--- src/rtl/ldce_pkg.sv ---
// Shared types, codes and constants for the list DMA copy and fill engine.
package ldce_pkg;

    // Default sizes.
    localparam int MEM_ADDR_BITS_DEF = 16;
    localparam int QUEUE_DEPTH_DEF   = 4;

    // Field widths.
    localparam int ADDR_BITS = 24;
    localparam int DATA_BITS = 8;
    localparam int VER_BITS  = 2;

    // Bus operations.
    localparam logic [1:0] OP_MEM_WR = 2'd0;
    localparam logic [1:0] OP_MEM_RD = 2'd1;
    localparam logic [1:0] OP_REG_WR = 2'd2;
    localparam logic [1:0] OP_REG_RD = 2'd3;

    // DMA register indexes.
    localparam logic [1:0] REG_START = 2'd0;
    localparam logic [1:0] REG_HIGH  = 2'd1;
    localparam logic [1:0] REG_BANK  = 2'd2;

    // Work kinds passed from the front end to the back end.
    localparam logic [1:0] KIND_WR    = 2'd0;
    localparam logic [1:0] KIND_RD    = 2'd1;
    localparam logic [1:0] KIND_JOB   = 2'd2;
    localparam logic [1:0] KIND_CONST = 2'd3;

    // Job list commands.
    localparam logic [7:0] CMD_COPY      = 8'h00;
    localparam logic [7:0] CMD_FILL      = 8'h03;
    localparam logic [7:0] CMD_COPY_DOWN = 8'h30;

    // Misc constants.
    localparam logic [7:0]          REG_READ_VALUE = 8'h7f;
    localparam logic [7:0]          WRITE_RESULT   = 8'h00;
    localparam int                  DIR_BIT        = 22;
    localparam logic [3:0]          LIST_BYTES     = 4'd9;
    localparam logic [VER_BITS-1:0] VERSION_LEGACY = 2'd1;
    localparam logic [VER_BITS-1:0] VERSION_RESET  = 2'd2;

    // One queued unit of work.
    typedef struct packed {
        logic [1:0]           kind;
        logic [ADDR_BITS-1:0] addr;
        logic [DATA_BITS-1:0] data;
    } t_q_entry;

    // Queue status seen by both ends.
    typedef struct packed {
        logic full;
        logic empty;
    } t_q_status;

endpackage

--- src/rtl/ldce_front.sv ---
// Front end: accepts bus items, keeps the list address bytes and classifies work.
module ldce_front (
    input  logic                                i_clk,
    input  logic                                i_rst_n,
    input  logic                                i_in_valid,
    output logic                                o_in_ready,
    input  logic [1:0]                          i_operation,
    input  logic [ldce_pkg::ADDR_BITS-1:0]      i_address,
    input  logic [ldce_pkg::DATA_BITS-1:0]      i_write_data,
    input  ldce_pkg::t_q_status                 i_q_status,
    input  logic                                i_clearing,
    output logic                                o_push,
    output ldce_pkg::t_q_entry                  o_entry
);

    logic [7:0] r_list_high, n_list_high;
    logic [7:0] r_list_bank, n_list_bank;

    // Items are taken while the queue has room and the memory is not being cleared.
    assign o_in_ready = !i_q_status.full && !i_clearing;
    assign o_push     = i_in_valid && o_in_ready;

    // Classify the item and latch the list address bytes.
    always_comb begin
        n_list_high   = r_list_high;
        n_list_bank   = r_list_bank;
        o_entry.kind  = ldce_pkg::KIND_CONST;
        o_entry.addr  = i_address;
        o_entry.data  = ldce_pkg::WRITE_RESULT;
        case (i_operation)
            ldce_pkg::OP_MEM_WR: begin
                o_entry.kind = ldce_pkg::KIND_WR;
                o_entry.data = i_write_data;
            end
            ldce_pkg::OP_MEM_RD: begin
                o_entry.kind = ldce_pkg::KIND_RD;
            end
            ldce_pkg::OP_REG_WR: begin
                case (i_address[1:0])
                    ldce_pkg::REG_START: begin
                        o_entry.kind = ldce_pkg::KIND_JOB;
                        o_entry.addr = {r_list_bank, r_list_high, i_write_data};
                    end
                    ldce_pkg::REG_HIGH: begin
                        if (o_push) begin
                            n_list_high = i_write_data;
                        end
                    end
                    ldce_pkg::REG_BANK: begin
                        if (o_push) begin
                            n_list_bank = i_write_data;
                        end
                    end
                    default: begin
                    end
                endcase
            end
            default: begin
                o_entry.data = ldce_pkg::REG_READ_VALUE;
            end
        endcase
    end

    always_ff @(posedge i_clk) begin
        if (!i_rst_n) begin
            r_list_high <= '0;
            r_list_bank <= '0;
        end else begin
            r_list_high <= n_list_high;
            r_list_bank <= n_list_bank;
        end
    end

endmodule

--- config.mk ---
export PLATFORM = sky130hd
export DESIGN_NAME = ldce_front
export DESIGN_NICKNAME = d
export VERILOG_FILES = /design/src/rtl/ldce_pkg.sv /design/src/rtl/ldce_front.sv
export SDC_FILE = /design/constraint.sdc
export NUM_CORES = 1
export LEC_CHECK = 0
export BUFFER_PORTS_ARGS = -buffer_cell sky130_fd_sc_hd__buf_4
export CAP_MARGIN = 20
export CORE_UTILIZATION = 37
export DETAILED_ROUTE_END_ITERATION = 6
export GPL_TIMING_DRIVEN = 0
export HOLD_SLACK_MARGIN = 0.08
export PLACE_DENSITY_LB_ADDON = 0.15
export SYNTH_ARGS = -nofsm -noshare
export SYNTH_HDL_FRONTEND = slang
export SYNTH_SLANG_ARGS = --single-unit
--- constraint.sdc ---
create_clock -name i_clk -period 1.8 [get_ports i_clk]
set_input_delay 0.36 -clock i_clk [delete_from_list [all_inputs] [get_ports i_clk]]
set_output_delay 0.36 -clock i_clk [all_outputs]
set_load 0.01 [all_outputs]
# Word level (Yosys, flattened, before mapping)
# Cells that the tools add are included.
[word_totals]
out_inout_bits = 36
register_bits = 16
[op_classes]
n_mux = 4
reduce_logical = 9
n_eq_ne = 4
[ops]
columns = ["operator", "count"]
rows = [
  ["$mux W25", 1],
  ["$mux W24", 1],
  ["$pmux W8 S2", 1],
  ["$pmux W2 S3", 1],
  ["$reduce_and A3 Y1", 2],
  ["$eq A2 B1 Y1 const B", 2],
  ["$eq A2 B2 Y1 const B", 2],
  ["$logic_not A2 Y1", 2],
  ["$logic_and A1 B1 Y1", 2],
  ["$logic_not A1 Y1", 2],
  ["$reduce_or A2 Y1", 1],
]

# Depth between registers and ports, before layout
[logic_depth]
word_depth = 4
ltp_mapped = 5
ltp_nobuf = 4

# Worst setup path after synthesis
# No wires, ideal clock.
[synth_path]
kind = "input port to output port"
start = "in i_operation[0]"
end = "out o_entry[29] (netlist name)"
path_buffers = 1
cell_stages = 5
t_required_ns = 1.440
arrival_time_ns = 1.468
path_slack_ns = -0.028
cell_sequence = "inv_1 -> ha_1 -> nor3b_4 -> buf_6 -> mux2_1"
[synth_lines]
columns = ["item", "line_no", "rtl"]
rows = [
  ["start, declared", "ldce_front.sv:7", "input logic [1:0] i_operation,"],
  ["end, declared", "ldce_front.sv:13", "output ldce_pkg::t_q_entry o_entry"],
]

==> summary.txt <==
drt drc: 0
worst-path fanout max: 5
Initial Util: 39.1%
max-slew violations: 0
crit path kind: in -> out
DIE WIDTH: 56.0 um
largest net degree at the start of global routing: 11
initial antenna violation count: 0
number of synthesized register bits: 16
final worst-path cycle share: 108%
final layout net count: 247
Synth async-reset ratio: 0%
RR Startpoint: r_list_high[3]
Seq/Total Area, Yosys: 29.7%
RSZ-0062 raised after global routing: yes
drt first-iter violations: 12
cell taking the most area after synthesis: dfxtp_1
gpl congestion: 0.749
die area: 3130 um2
fin area: 1980 um2
via count: 1190
Cells after Synth: 117
clock net sink count: 16
n_diodes: 0
Max-slew headroom: 67.3%
Avg Inst Size Synth: 9.21 um2
Core ar.: 2760 um2
P_leak: 0.950 nW
fmax: 515 MHz
vias per cell: 5.11
Num CTS Buffers: 3
most frequent cells after synthesis: 24 x nand2_1, 21 x mux2_2, 16 x dfxtp_1, 16 x mux2i_1, 9 x inv_1
Post-Place Cell Area: 1670 um2
Worst setup startpoint: i_operation[0]
ys flop type: dfxtp_1
CP arrival: 1580 ps
first-pass iteration count of the detailed router: 4
Worst setup EP type: output pin
H-tree depth: 1
Final Hold Viols: 0
clock insertion delay at the later pin of the skew report: 280 ps
global-route usage over all layers: 23.1%
Syn Std Cell Area: 1080 um2
root buf cell: clkbuf_4
worst-margin pin slew: 491 ps
port buffer count: 74
layout overhead on the synthesized area: 83.7%
# fillers: 213
I/O Pins: 76
EDFF count, synth: 0
CTS clk-pin slew, worst paths: 90 ps
FP Rows: 19
area share of the largest cell type after synthesis: 29.7%
Syn Nets: 160
Distinct cells, synth: 20
GR Overflow Total: 0
violated checks: negative setup slack
MaxCap Viol Count: 0
Chip Height: 56.0 um
count leader, synth: nand2_1
Synth area leaders: dfxtp_1 30%, mux2_2 22%, mux2i_1 15%, nand2_1 8.4%, a21oi_1 3.7%
worst hold path startpoint: i_write_data[1]
number of global-route vias before repair: 1256
drt wl/cell: 15.3 um
Final WS setup: -143 ps
post-route clock skew: 0 ps
endpoints failing setup: 22
Hold Crit Class: in -> reg
antenna-violating nets left: 0
share of cells above drive strength 1: 59.4%
Post-CTS Hold Fix Bufs: 0
CTS tree: built
global-route wire length before repair: 5690 um
final design utilization: 71.8%
P per Cell Area: 463 nW/um2
Setup crit start kind: input port
wirelength, routed: 3570 um
hpwl dp: 2370 um
status: finished with violations
post-route minimum period: 1940 ps
CTS max path bufs: 2
synth warn: 0
Critical Path RT: 1440 ps
Fin Setup TNS: -2660 ps
Max VDD drop: 364 uV
-- flip-flops by register name (all words and copies together), names as in the netlist --
register,cells
r_list_high,8
r_list_bank,8
-- critical path: stages --
cell	delay [ps]
buf_8	100
clkinv_4	40
ha_4	110
nor3b_4	240
buf_6	160
buf_8	130
mux2_4	310
buf_6	120
-- report_power, final --
group,switching [mW],internal (mW)
logic,0.145,0.221
clock network,0.116,0.0777
registers,0.000839,0.355
-- cells in the final DEF, fill, tap and decap left out --
master,netlist,layout
nor2_1,1,1
buf_8,0,4
a21o_1,2,2
inv_1,9,8
o21ai_0,2,2
and4b_1,2,2
clkinv_4,0,1
ha_1,3,1
mux2i_1,16,16
a21oi_2,0,1
ha_4,0,2
clkbuf_1,3,2
buf_4,2,60
dfxtp_1,16,16
and2_1,1,1
nor2b_4,0,1
mux2_4,0,19
nor3b_4,1,1
nand2_1,24,24
nor3b_2,1,1
clkbuf_4,0,3
buf_6,2,23
mux2_2,21,3
or2_2,1,1
a21oi_1,8,7
-- cell families (layout without fill, tap and decap cells) --
kind of cell / Yosys count / after routing / synth area share, %
buffers and inverters: 16 / 101 / 7.66
flip-flops: 16 / 16 / 29.7
AND/OR/NAND/NOR: 32 / 32 / 15.2
adder cells (fa/ha/maj): 3 / 3 / 3.48
AO/OA/AOI/OAI: 12 / 12 / 6.04
multiplexers: 38 / 38 / 37.9
-- final cells by class --
class                           instances  area, um2  share of cell area, %
Multi-Input combinational cell         85        782                   39.5
Buffer                                  6       52.6                   2.65
Timing Repair Buffer                   83        724                   36.6
Sequential cell                        16        320                   16.2
Inverter                                9       38.8                   1.96
Clock buffer                            3       22.5                   1.14
Tap cell                               31       38.8                   1.96
-- final timing paths --
check,to,slack [ps],depth (start not counted)
hold reg to reg,r_list_bank[1],460,2
setup / recovery,o_entry[23],-140,8
hold / removal,r_list_bank[1],370,3
setup reg to reg,r_list_high[3],1140,2
-- per-layer routing --
| layer | global-route usage [%] | wire length, um | vias up |
|---|---|---|---|
| li1 | - | - | 568 |
| met1 | 25.9 | 1440 | 565 |
| met2 | 41.7 | 1870 | 47 |
| met3 | 4.65 | 166 | 10 |
| met4 | 10.1 | 95 | 0 |
| met5 | 0 | 0 | - |
-- what timing repair did --
item / CTS / global route
pin swaps: 1 / 0
endpoints found under the setup margin: 31 / 29
resized for setup: 53 / 7
endpoints found under the hold margin: 0 / 0
setup buffers: 7 / 1
gates cloned: 2 / 0
-- through the flow --
step / hold WS (ps) / setup WS [ps] / total power [mW] / cells
3_3_place_gp: 442 / -421 / 0.654 / 222
5_1_grt: 379 / -185 / 0.952 / 233
2_1_floorplan: 431 / -20.4 / 0.484 / 117
4_1_cts: 359 / -134 / 0.912 / 233
3_5_place_dp: 447 / -451 / 0.659 / 222
6_report: 367 / -143 / 0.916 / 233
No activity file was read; power rests on OpenSTA's default activity.
