## src/rtl/ldce_pkg.sv

```systemverilog
// Shared types, codes and constants for the list DMA copy and fill engine.
package ldce_pkg;

    // Default sizes.
    localparam int MEM_ADDR_BITS_DEF = 16;
    localparam int QUEUE_DEPTH_DEF   = 4;

    // Field widths.
    localparam int ADDR_BITS = 24;
    localparam int DATA_BITS = 8;
    localparam int VER_BITS  = 2;

    // Bus operations.
    localparam logic [1:0] OP_MEM_WR = 2'd0;
    localparam logic [1:0] OP_MEM_RD = 2'd1;
    localparam logic [1:0] OP_REG_WR = 2'd2;
    localparam logic [1:0] OP_REG_RD = 2'd3;

    // DMA register indexes.
    localparam logic [1:0] REG_START = 2'd0;
    localparam logic [1:0] REG_HIGH  = 2'd1;
    localparam logic [1:0] REG_BANK  = 2'd2;

    // Work kinds passed from the front end to the back end.
    localparam logic [1:0] KIND_WR    = 2'd0;
    localparam logic [1:0] KIND_RD    = 2'd1;
    localparam logic [1:0] KIND_JOB   = 2'd2;
    localparam logic [1:0] KIND_CONST = 2'd3;

    // Job list commands.
    localparam logic [7:0] CMD_COPY      = 8'h00;
    localparam logic [7:0] CMD_FILL      = 8'h03;
    localparam logic [7:0] CMD_COPY_DOWN = 8'h30;

    // Misc constants.
    localparam logic [7:0]          REG_READ_VALUE = 8'h7f;
    localparam logic [7:0]          WRITE_RESULT   = 8'h00;
    localparam int                  DIR_BIT        = 22;
    localparam logic [3:0]          LIST_BYTES     = 4'd9;
    localparam logic [VER_BITS-1:0] VERSION_LEGACY = 2'd1;
    localparam logic [VER_BITS-1:0] VERSION_RESET  = 2'd2;

    // One queued unit of work.
    typedef struct packed {
        logic [1:0]           kind;
        logic [ADDR_BITS-1:0] addr;
        logic [DATA_BITS-1:0] data;
    } t_q_entry;

    // Queue status seen by both ends.
    typedef struct packed {
        logic full;
        logic empty;
    } t_q_status;

endpackage

```

## src/rtl/ldce_fifo.sv

```systemverilog
// Short register queue between the front end and the back end.
module ldce_fifo #(
    parameter int WIDTH = $bits(ldce_pkg::t_q_entry),
    parameter int DEPTH = ldce_pkg::QUEUE_DEPTH_DEF
) (
    input  logic                  i_clk,
    input  logic                  i_rst_n,
    input  logic                  i_push,
    input  logic [WIDTH-1:0]      i_data,
    input  logic                  i_pop,
    output logic [WIDTH-1:0]      o_data,
    output ldce_pkg::t_q_status   o_status
);

    localparam int PTR_BITS = $clog2(DEPTH);
    localparam int CNT_BITS = $clog2(DEPTH + 1);

    logic [WIDTH-1:0]    r_slot [DEPTH];
    logic [PTR_BITS-1:0] r_wr_ptr, n_wr_ptr;
    logic [PTR_BITS-1:0] r_rd_ptr, n_rd_ptr;
    logic [CNT_BITS-1:0] r_count, n_count;

    // Pointer and count updates.
    always_comb begin
        n_wr_ptr = r_wr_ptr;
        n_rd_ptr = r_rd_ptr;
        n_count  = r_count;
        if (i_push) begin
            n_wr_ptr = (r_wr_ptr == PTR_BITS'(DEPTH - 1)) ? '0 : r_wr_ptr + 1'b1;
        end
        if (i_pop) begin
            n_rd_ptr = (r_rd_ptr == PTR_BITS'(DEPTH - 1)) ? '0 : r_rd_ptr + 1'b1;
        end
        if (i_push && !i_pop) begin
            n_count = r_count + 1'b1;
        end else if (i_pop && !i_push) begin
            n_count = r_count - 1'b1;
        end
    end

    always_ff @(posedge i_clk) begin
        if (!i_rst_n) begin
            r_wr_ptr <= '0;
            r_rd_ptr <= '0;
            r_count  <= '0;
        end else begin
            r_wr_ptr <= n_wr_ptr;
            r_rd_ptr <= n_rd_ptr;
            r_count  <= n_count;
        end
    end

    // Storage needs no reset.
    always_ff @(posedge i_clk) begin
        if (i_push) begin
            r_slot[r_wr_ptr] <= i_data;
        end
    end

    assign o_data         = r_slot[r_rd_ptr];
    assign o_status.full  = (r_count == CNT_BITS'(DEPTH));
    assign o_status.empty = (r_count == '0);

`ifndef NO_ASSERTIONS
    a_no_overflow: assert property (@(posedge i_clk) disable iff (!i_rst_n)
        i_push |-> !o_status.full)
        else $error("queue pushed while full");
    a_no_underflow: assert property (@(posedge i_clk) disable iff (!i_rst_n)
        i_pop |-> !o_status.empty)
        else $error("queue popped while empty");
    a_count_range: assert property (@(posedge i_clk) disable iff (!i_rst_n)
        r_count <= CNT_BITS'(DEPTH))
        else $error("queue count out of range");
`endif

endmodule

```

## config.mk

```make
export PLATFORM = sky130hd
export DESIGN_NAME = ldce_fifo
export DESIGN_NICKNAME = d
export VERILOG_FILES = /design/src/rtl/ldce_pkg.sv /design/src/rtl/ldce_fifo.sv
export SDC_FILE = /design/constraint.sdc
export NUM_CORES = 1
export LEC_CHECK = 0
export BUFFER_PORTS_ARGS = -buffer_cell sky130_fd_sc_hd__buf_4
export CORE_MARGIN = 10
export CORE_UTILIZATION = 50
export CTS_CLUSTER_SIZE = 8
export DETAILED_ROUTE_END_ITERATION = 10
export GPL_TIMING_DRIVEN = 0
export PLACE_DENSITY = 0.71
export SLEW_MARGIN = 30
export SYNTH_ARGS = -nofsm -noshare
export SYNTH_HDL_FRONTEND = slang
export SYNTH_SLANG_ARGS = --single-unit
export TNS_END_PERCENT = 100
```

## constraint.sdc

```tcl
create_clock -name i_clk -period 2 [get_ports i_clk]
set_input_delay 0.1 -clock i_clk [delete_from_list [all_inputs] [get_ports i_clk]]
set_output_delay 0.1 -clock i_clk [all_outputs]
set_load 0.01 [all_outputs]
```

[Word-level counts from Yosys, hierarchy flattened]
Memories as Yosys holds them, arrays and structs flattened. A register that Yosys moved wholly into a read port is not among the register bits.
Cells that the tools add are included.
Cells by class
  $add $sub $neg: 4
  eq/ne operators: 3
  multiplexer cells: 8
  reduce and logical (&&, ||, !) cells: 6
Operators by type and width (count)
  two-way mux 2 bit: 4
  two-way mux 3 bit: 2
  adder 2 x 1 -> 2 bit, second input constant: 2
  equality test 2 bit, second input constant: 2
  adder 3 x 1 -> 3 bit, second input constant: 1
  equality test 3 bit, second input constant: 1
  zero test 3 bit: 1
  subtractor 3 x 1 -> 3 bit, second input constant: 1
  logical AND 1 bit: 2
  zero test 1 bit: 2
  two-way mux 1 bit: 2
  nonzero test 2 bit: 1
Storage, ports and cells
  flip-flop bits (word level): 7
  RAM bits: 136
  input bits: 38
  output and inout port bits: 36
  memories kept: 1
Memories
  r_slot: depth 4, bits a word 34, read ports 1, clocked after memory_dff 1, wr ports 1, line ldce_fifo.sv:18  | logic [WIDTH-1:0] r_slot [DEPTH];

[Depth between registers and ports, before layout]
Gate-level depths: netlist of the first run.
  word-level depth: 4
  gate-level depth with buffers: 7
  gate-level depth less buffers: 7

[Worst setup path after synthesis of the first run]
Ideal clock, no wire load.
  path type: register -> register
  start: register r_wr_ptr[0]
  end: memory r_slot[3][0] (netlist name) (enable)
  library setup time: 0.394 ns
  data arrival time: 1.385 ns
  setup slack: 0.221 ns
  stages on the path, launching flop included: 3
  path buffers: 0
  clock period less this slack: 1.779 ns
  path through: dfxtp_1 > ha_1 > and2_1
RTL lines
  start: declaration: line ldce_fifo.sv:19  | logic [PTR_BITS-1:0] r_wr_ptr, n_wr_ptr;
  start signal: assignment: line ldce_fifo.sv:47  | r_wr_ptr <= n_wr_ptr;
  end: declaration: line ldce_fifo.sv:18
No word-level cell before the write port.

==> reports/metrics.yaml, run 1 <==
grt_pass1_vias: 2992
postCtsSetupBuffers: 0
ys_warn_count: 0
portBuffers: 73
grt_overflow: 0
grt_max_degree: 21
design_area_um2: 7423
cts.path.max_buffers: 2
arrival_ps: 1850
powerDensity_nw_per_um2: 1049
globalRouteMet2Util: 0.2385
met1_usage: 0.1503
ir_worst_vdd_v: 0.0006010
cts_inserted_buffers: 17
final_common_cell: "edfxtp_1"
synth_edf_count: 136
drtIter0Drc: 138
cp-start-kind: "flip-flop"
max_freq_ghz: 0.5134
yosysUniqueCellTypes: 23
max_slew_margin: 0.6232
finalSetupViolCount: 0
syn2layout_area_growth_pct: 37.15
io_pins: 74
dieArea_um2: 15390
syn-mean-instance-area_um2: 24.38
final_cell_mix: "edfxtp_1, buf_4, dlygate4sd3_1"
worstSetupPathType: "flip-flop to output pin"
hold_depth: 2
cts_tree: "yes"
ys_seq_area_frac: 0.7878
design.core.area_um2: 10420
endpoint_kind: "output pin"
drv_slew: 0
timing.final.crit_share: 0.9739
reg2reg_depth: 3
busiest_layer: "met2"
p_leak_nw: 2.636
cts-htree-levels: 4
vias: 2622
num_rows: 37
synth_nets: 267
finalHoldViolCount: 0
grt_pass1_wl_um: 15620
postSynth.topFlopCell: "edfxtp_1"
wl_per_cell_um: 20.10
fill_cells: 640
drc: 0
worstSkewPairLatency_ps: 510
critPathMaxStageDelay_ps: 510
rsz0062_at_grt: "true"
synthCells: 222
worstPathCellList: "buf_12 > clkbuf_16 > mux4_2 > buf_6"
antenna_left: 0
gp_congestion: 0.6898
seqCellArea_um2: 4268
synth_area_um2: 5413
diodes: 0
clk_pin_slew_ps: 60
use_met3: 0.04163
async_flop_share: 0
drt-total-wl_um: 10170
grtUsageTotal: 0.1373
cp_max_fo: 5
start_util: 0.5196
min_period_ps: 1948
cp_slowest_cell: "mux4_2"
maxCapViolations: 0
ys_top_cells_by_area: "edfxtp_1, mux4_2, dfxtp_1"
clock-sinks: 145
root_buffer: "clkbuf_8"
skew_ps: 7.234
synth_top_area_cell: "edfxtp_1"
status: "complete, no violations"
hp-class: "primary input to flip-flop"
worst_pin_slew_ps: 565.2
fp.dieH_um: 124.0
final_nets: 403
synth.top_cell.area_share: 0.7545
multi_input_area_um2: 1049
ys_seq_elements: 145
postPlaceCellArea_um2: 6246
dp_hpwl_um: 6146
antenna_found_initial: 0
drt-pass1-iter-count: 6
drive_gt1_frac: 0.4135
via_per_inst: 5.182
fin_util: 0.7127
cp.required_ps: 1900
die_w_um: 124.0
[metal layers]
layer	share of wire	up-vias
met4	0.015	0
met1	0.41	1345
met3	0.051	12
met5	0	-
li1	-	1213
met2	0.52	52
[state kept, by name, indices dropped and copies added, names as in the netlist, named ones only]
name	flops
r_count	3
r_rd_ptr	2
r_slot	136
r_wr_ptr	2
[kinds of logic (layout without fill, tap and decap cells)]
group,Yosys count,in the layout,share of synthesized area
flip-flops,145,145,0.7878
multiplexers,38,38,0.1516
AO/OA/AOI/OAI,3,3,0.003699
AND/OR/NAND/NOR,15,15,0.01664
XOR/XNOR,2,2,0.003237
adder cells (fa/ha/maj),7,7,0.01757
buffers and inverters,12,160,0.01942
[cell usage after synthesis, types with 2 or more instances]
cell	instances
ha_1	6
dfxtp_1	9
buf_2	3
mux4_1	4
buf_12	3
and2_1	5
nor2b_1	5
inv_1	4
mux2i_1	4
edfxtp_1	136
mux4_2	30
nor3_1	2
[path summary, 6_finish.rpt]
| check | start | endpoint | slack, ps |
|---|---|---|---|
| setup / recovery | flip-flop | o_data[18] | 50 |
| hold / removal | i_data[12] | r_slot[0][12] | 340 |
| setup reg to reg | r_wr_ptr[0] | r_slot[3][19] | 350 |
| hold reg to reg | r_count[2] | r_count[2] | 540 |
[stage by stage]
stage	cells	hold WS, ps	worst slack, ps	power, mW	TNS, ps
after detailed placement	435	303.8	342.2	4.303	0
after CTS	502	304.9	4.039	7.799	0
after floorplan	222	198.9	220.6	3.938	0
after global routing	506	323.1	-15.68	8.039	-86.20
final	506	336.2	52.29	7.784	0
after global placement	431	299.7	-411.1	4.259	-51940
[cell type report]
type / instances / area share
Buffer: 7 / 0.01382
Clock buffer: 18 / 0.05630
Clock inverter: 13 / 0.03118
Inverter: 4 / 0.002023
Multi-Input combinational cell: 65 / 0.1412
Sequential cell: 145 / 0.5749
Tap cell: 136 / 0.02292
Timing Repair Buffer: 118 / 0.1576
[worst max-delay path, delay by kind of cell, from the launching register on]
kind     cells  cell delay (ps)
mux          1              510
buf+inv      3              450
flops        1              370
[timing repair]
item                       CTS  global route
hold endpoints to repair   145             0
hold buffers                37             0
gates cloned                 0             4
setup endpoints to repair   30            20
resized for setup            5            13
[where the power goes]
group	internal (mW)	leakage [nW]	switching, mW
clock network	2.28	0.312	1.16
logic	0.476	0.999	0.351
registers	3.47	1.32	0.0488
total	6.22	2.64	1.56
(Power assumes the default switching activity.)
==> run 2: changes to the inputs <==
Settings changed: CELL_PAD_IN_SITES_DETAIL_PLACEMENT set to 1, CELL_PAD_IN_SITES_GLOBAL_PLACEMENT set to 2, CORE_UTILIZATION 50 to 44, MAX_ROUTING_LAYER set to met4, PLACE_DENSITY 0.71 to not set, PLACE_DENSITY_LB_ADDON set to 0.1.
==> reports/metrics.yaml, run 2 (synthesized netlist as in run 1, its figures left out) <==
tns_ps: 0  # unchanged
design.core.area_um2: 12010  # +15%
cp_max_fo: 10  # +5
max_slew_margin: 0.6281  # +0.004857
dieArea_um2: 17140  # +11%
drive_gt1_frac: 0.3802  # -0.03335
diodes: 0  # unchanged
io_pins: 74  # unchanged
min_period_ps: 1863  # -84.91 ps
cp-endpoint: "o_data[5]"
fp.dieH_um: 130.9  # +5.5%
max_freq_ghz: 0.5368  # +4.6%
portBuffers: 73  # unchanged
reg2reg_depth: 4  # +1
largest_reg_flops: 136  # unchanged
top_regs: "r_slot: 136 flops, r_count: 3 flops"
r2r_end: "r_count[2]"
worstPathCellList: "buf_6 > buf_12 > mux4_2 > buf_4"
ir_worst_vdd_v: 0.0005481  # -8.8%
cp-start-kind: "flip-flop"
die_w_um: 130.9  # +5.5%
timing.final.crit_share: 0.9314  # -0.04246
cts_tree: "yes"
fill_cells: 1050  # +64%
drt-pass1-iter-count: 4  # -2
grt_max_degree: 35  # +67%
worst-path-buf-inv: 3  # unchanged
wl_per_cell_um: 20.49  # +1.9%
endpoint_kind: "output pin"
num_rows: 40  # +8.1%
final_cell_mix: "edfxtp_1, buf_4, dlygate4sd3_1"
cp.depth: 4  # unchanged
critPathMaxStageDelay_ps: 540  # +30 ps
worstSetupPathType: "flip-flop to output pin"
worst_pin_slew_ps: 557.9  # -7.286 ps
skew_ps: 5.956  # -1.278 ps
gp_congestion: 0.6695  # -2.9%
finalSetupViolCount: 0  # unchanged
powerDensity_nw_per_um2: 994.4  # -5.2%
grtUsageTotal: 0.1361  # -0.001151
multi_input_area_um2: 1052  # +0.36%
crit_family: "multiplexers"
drt-total-wl_um: 10450  # +2.8%
drv_slew: 0  # unchanged
drtIter0Drc: 192  # +39%
final_nets: 395  # -2.0%
grt_pass1_vias: 3011  # +0.64%
status: "complete, no violations"
cp.required_ps: 1900  # about the same
cts-htree-levels: 4  # unchanged
via_per_inst: 5.049  # -2.6%
cts.path.max_buffers: 2  # unchanged
reg2reg_from: "r_count[0]"
start_util: 0.4506  # -0.06901
p_leak_nw: 2.479  # -5.9%
cts_inserted_buffers: 17  # unchanged
root_buffer: "clkbuf_16"
final_common_cell: "edfxtp_1"
regToRegSetupSlack_ps: 520  # +170 ps
drc: 0  # unchanged
rsz0062_at_grt: "false"
finalPower_mw: 7.030  # -9.7%
grt_pass1_wl_um: 16590  # +6.2%
arrival_ps: 1760  # -90 ps
clock-sinks: 145  # unchanged
largest-register: "r_slot"
syn2layout_area_growth_pct: 30.61
grt_overflow: 0  # unchanged
dp_hpwl_um: 6228  # +1.3%
worstSkewPairLatency_ps: 410  # -100 ps
antenna_left: 0  # unchanged
maxCapViolations: 0  # unchanged
vias: 2575  # -1.8%
hp-class: "primary input to flip-flop"
antenna_found_initial: 0  # unchanged
finalHoldViolCount: 0  # unchanged
seqCellArea_um2: 4264  # about the same
whs_ps: 37.82  # -298.4 ps
clk_pin_slew_ps: 50  # about the same
cp_slowest_cell: "mux4_2"
-- run 2: cell types whose count changed in the layout (fill, tap and decap cells not counted), moves of 2 or more --
cell / change
buf_4: +11
buf_6: -10
clkbuf_1: +9
bufinv_16: -6
and2_2: -3
and2_4: +3
buf_16: -3
clkbuf_16: -3
inv_6: -3
clkbuf_8: +2
clkinvlp_4: -2
dlygate4sd3_1: -2
-- run 2: repair_timing --
item | in CTS | in global routing
hold endpoints to repair | 143 | 0
hold buffers | 35 | 0
setup buffers | 0 | 0
endpoints found under the setup margin | 23 | 9
gates resized for setup | 3 | 0
-- run 2: worst min-delay path by stage --
| stage | start | endpoint | slack [ps] | depth (start not counted) |
|---|---|---|---|---|
| floorplan | i_data[0] | r_slot[0][0] | 200 | 0 |
| global placement | i_data[26] | r_slot[1][26] | 300 | 1 |
| detailed placement | i_data[21] | r_slot[0][21] | 310 | 1 |
| CTS | i_push | r_wr_ptr[1] | 20 | 3 |
| global route | i_push | r_wr_ptr[0] | 70 | 3 |
| finish | i_push | r_wr_ptr[1] | 40 | 3 |
-- run 2: area by class of cell --
class                      instances  share of cell area
sequential                       145              0.6032
multi-input combinational         65              0.1488
timing repair buffer             110              0.1338
clock buffer                      30             0.07133
tap                              147             0.02602
buffer                             7             0.01327
inverter                           4            0.002124
clock inverter                     2            0.001416
-- run 2: per-stage QoR --
| stage | worst slack [ps] | std cells | cell area [um2] | utilization |
|---|---|---|---|---|
| floorplan | 220.6 | 222 | 5413 | - |
| global placement | -524.4 | 442 | 6145 | 0.5116 |
| detailed placement | 399.0 | 444 | 6201 | 0.5163 |
| CTS | 42.79 | 511 | 7073 | 0.5889 |
| global route | 61.72 | 510 | 7069 | 0.5885 |
| finish | 137.2 | 510 | 7069 | 0.5885 |
-- run 2: power by group --
part           total, mW  internal (mW)  switching (mW)
combinational      0.749          0.410           0.339
sequential          3.52           3.47          0.0464
clock               2.76           1.68            1.08
total               7.03           5.57            1.46
-- run 2: worst reg2reg max path: stages (launching register included) --
cell	delay [ps]
dfxtp_1	350
fa_1	440
xor2_1	160
or3_1	300
a21boi_0	160
-- run 2: metal layers --
metal  GRT usage  vias up  wire length (um)
met2      0.2156       71              5344
met1      0.1613     1301              4484
met5           -        -                 0
li1            -     1192                 -
met4     0.05690        0               116
met3     0.03868       11               504
==> run 3: changes to the inputs <==
Settings changed: RECOVER_POWER set to 100.
==> reports/metrics.yaml, run 3 (synthesized netlist as in run 1, its figures left out) <==
status: "complete, no violations"
ir_worst_vdd_v: 0.0005427  # -0.99%
cts_inserted_buffers: 17  # unchanged
finalPower_mw: 6.921  # -1.5%
postPlaceCellArea_um2: 6201  # unchanged
cts.path.max_buffers: 2  # unchanged
dieArea_um2: 17140  # unchanged
drc: 0  # unchanged
powerDensity_nw_per_um2: 1020  # +2.6%
drt-total-wl_um: 10480  # +0.25%
final_cell_mix: "edfxtp_1, clkbuf_1, dlygate4sd3_1"
num_rows: 40  # unchanged
finalSetupViolCount: 0  # unchanged
postCtsSetupBuffers: 0  # unchanged
root_buffer: "clkbuf_16"
max_freq_ghz: 0.5345  # -0.44%
design.core.area_um2: 12010  # unchanged
hp-class: "primary input to flip-flop"
cp_max_fo: 10  # unchanged
cp-start-kind: "flip-flop"
fin_util: 0.5649  # -0.02365
wl_per_cell_um: 20.54  # +0.25%
top_regs: "r_slot: 136 flops, r_count: 3 flops"
clock-sinks: 145  # unchanged
grt_max_degree: 35  # unchanged
grtUsageTotal: 0.1361  # unchanged
final_common_cell: "edfxtp_1"
drt-pass1-iter-count: 4  # unchanged
timing.final.crit_share: 0.9355  # +0.004079
p_leak_nw: 2.237  # -9.8%
gp_congestion: 0.6695  # unchanged
drtIter0Drc: 185  # -3.6%
min_period_ps: 1871  # +8.158 ps
grt_pass1_vias: 3011  # unchanged
maxCapViolations: 0  # unchanged
syn2layout_area_growth_pct: 25.36
post-place-ws_ps: 399.0  # unchanged
endpoint_kind: "output pin"
worstSkewPairLatency_ps: 410  # about the same
drive_gt1_frac: 0.2066  # -0.1736
cp.required_ps: 1900  # about the same
grt_pass1_wl_um: 16590  # unchanged
fin_ws_ps: 129.0  # -8.158 ps
final_nets: 395  # unchanged
arrival_ps: 1770  # about the same
antenna_found_initial: 0  # unchanged
drv_slew: 0  # unchanged
finalHoldViolCount: 0  # unchanged
largest_reg_flops: 136  # unchanged
dp_hpwl_um: 6228  # unchanged
design_area_um2: 6785  # -4.0%
diodes: 0  # unchanged
rsz0062_at_grt: "false"
cts_tree: "yes"
die_w_um: 130.9  # unchanged
portBuffers: 73  # unchanged
vias: 2579  # +0.16%
worstSetupPathType: "flip-flop to output pin"
io_pins: 74  # unchanged
via_per_inst: 5.057  # +0.16%
clk_pin_slew_ps: 50  # about the same
largest-register: "r_slot"
skew_ps: 7.335  # +1.379 ps
fp.dieH_um: 130.9  # unchanged
start_util: 0.4506  # unchanged
max_slew_margin: 0.6291  # +0.001027
antenna_left: 0  # unchanged
cts-htree-levels: 4  # unchanged
grt_overflow: 0  # unchanged
worst_pin_slew_ps: 556.4  # -1.541 ps
run 3: changes by cell type in the layout (fill, tap and decap cells not counted):
cell and change:
and2_0 +2, and2_1 -1, and2_2 -1, buf_12 -2, buf_16 -1, buf_4 -66
buf_6 +2, clkbuf_1 +62, clkbuf_2 +5
run 3: final timing paths:
| kind | startpoint | endpoint | slack [ps] | depth (start not counted) |
|---|---|---|---|---|
| setup / recovery | flip-flop | o_data[23] | 130 | 4 |
| hold / removal | i_push | r_wr_ptr[1] | 40 | 3 |
| setup reg to reg | r_wr_ptr[0] | r_slot[3][8] | 150 | 4 |
| hold reg to reg | r_count[2] | r_count[2] | 520 | 2 |
run 3: cell type report:
type / instances / area [um2]
Buffer: 7 / 76.32
Clock buffer: 30 / 504.2
Clock inverter: 2 / 10.01
Fill cell: 1107 / 5226
Inverter: 4 / 15.01
Multi-Input combinational cell: 65 / 1051
Sequential cell: 145 / 4264
Tap cell: 147 / 183.9
Timing Repair Buffer: 110 / 680.7
run 3: timing repair:
action / CTS / global route
hold buffers: 35 / 0
gates cloned: 0 / 0
gates resized for setup: 3 / 0
setup endpoints to repair: 23 / 9
hold endpoints to repair: 143 / 0
run 3: per-layer routing:
| metal | part of all wire | GRT usage | up-vias |
|---|---|---|---|
| li1 | - | - | 1190 |
| met1 | 0.44 | 0.1613 | 1308 |
| met2 | 0.51 | 0.2156 | 69 |
| met3 | 0.044 | 0.03868 | 12 |
| met4 | 0.012 | 0.05690 | 0 |
| met5 | 0 | - | - |
run 3: through the flow:
stage          instances  hold slack, ps  TNS, ps
2_1_floorplan        222           198.9        0
3_3_place_gp         442           300.8   -69130
3_5_place_dp         444           305.4        0
4_1_cts              511           19.61        0
5_1_grt              510           69.53        0
6_report             510           35.88        0
run 3: critical path, stage by stage (launching register included):
cell and delay, ps:
dfxtp_1 320, buf_6 150, buf_6 200, mux4_2 540, clkbuf_1 150
run 3: power breakdown:
group          total (mW)  internal, mW  switching, mW
combinational       0.641         0.305          0.336
sequential           3.52          3.47         0.0464
clock                2.76          1.68           1.08
total                6.92          5.46           1.46
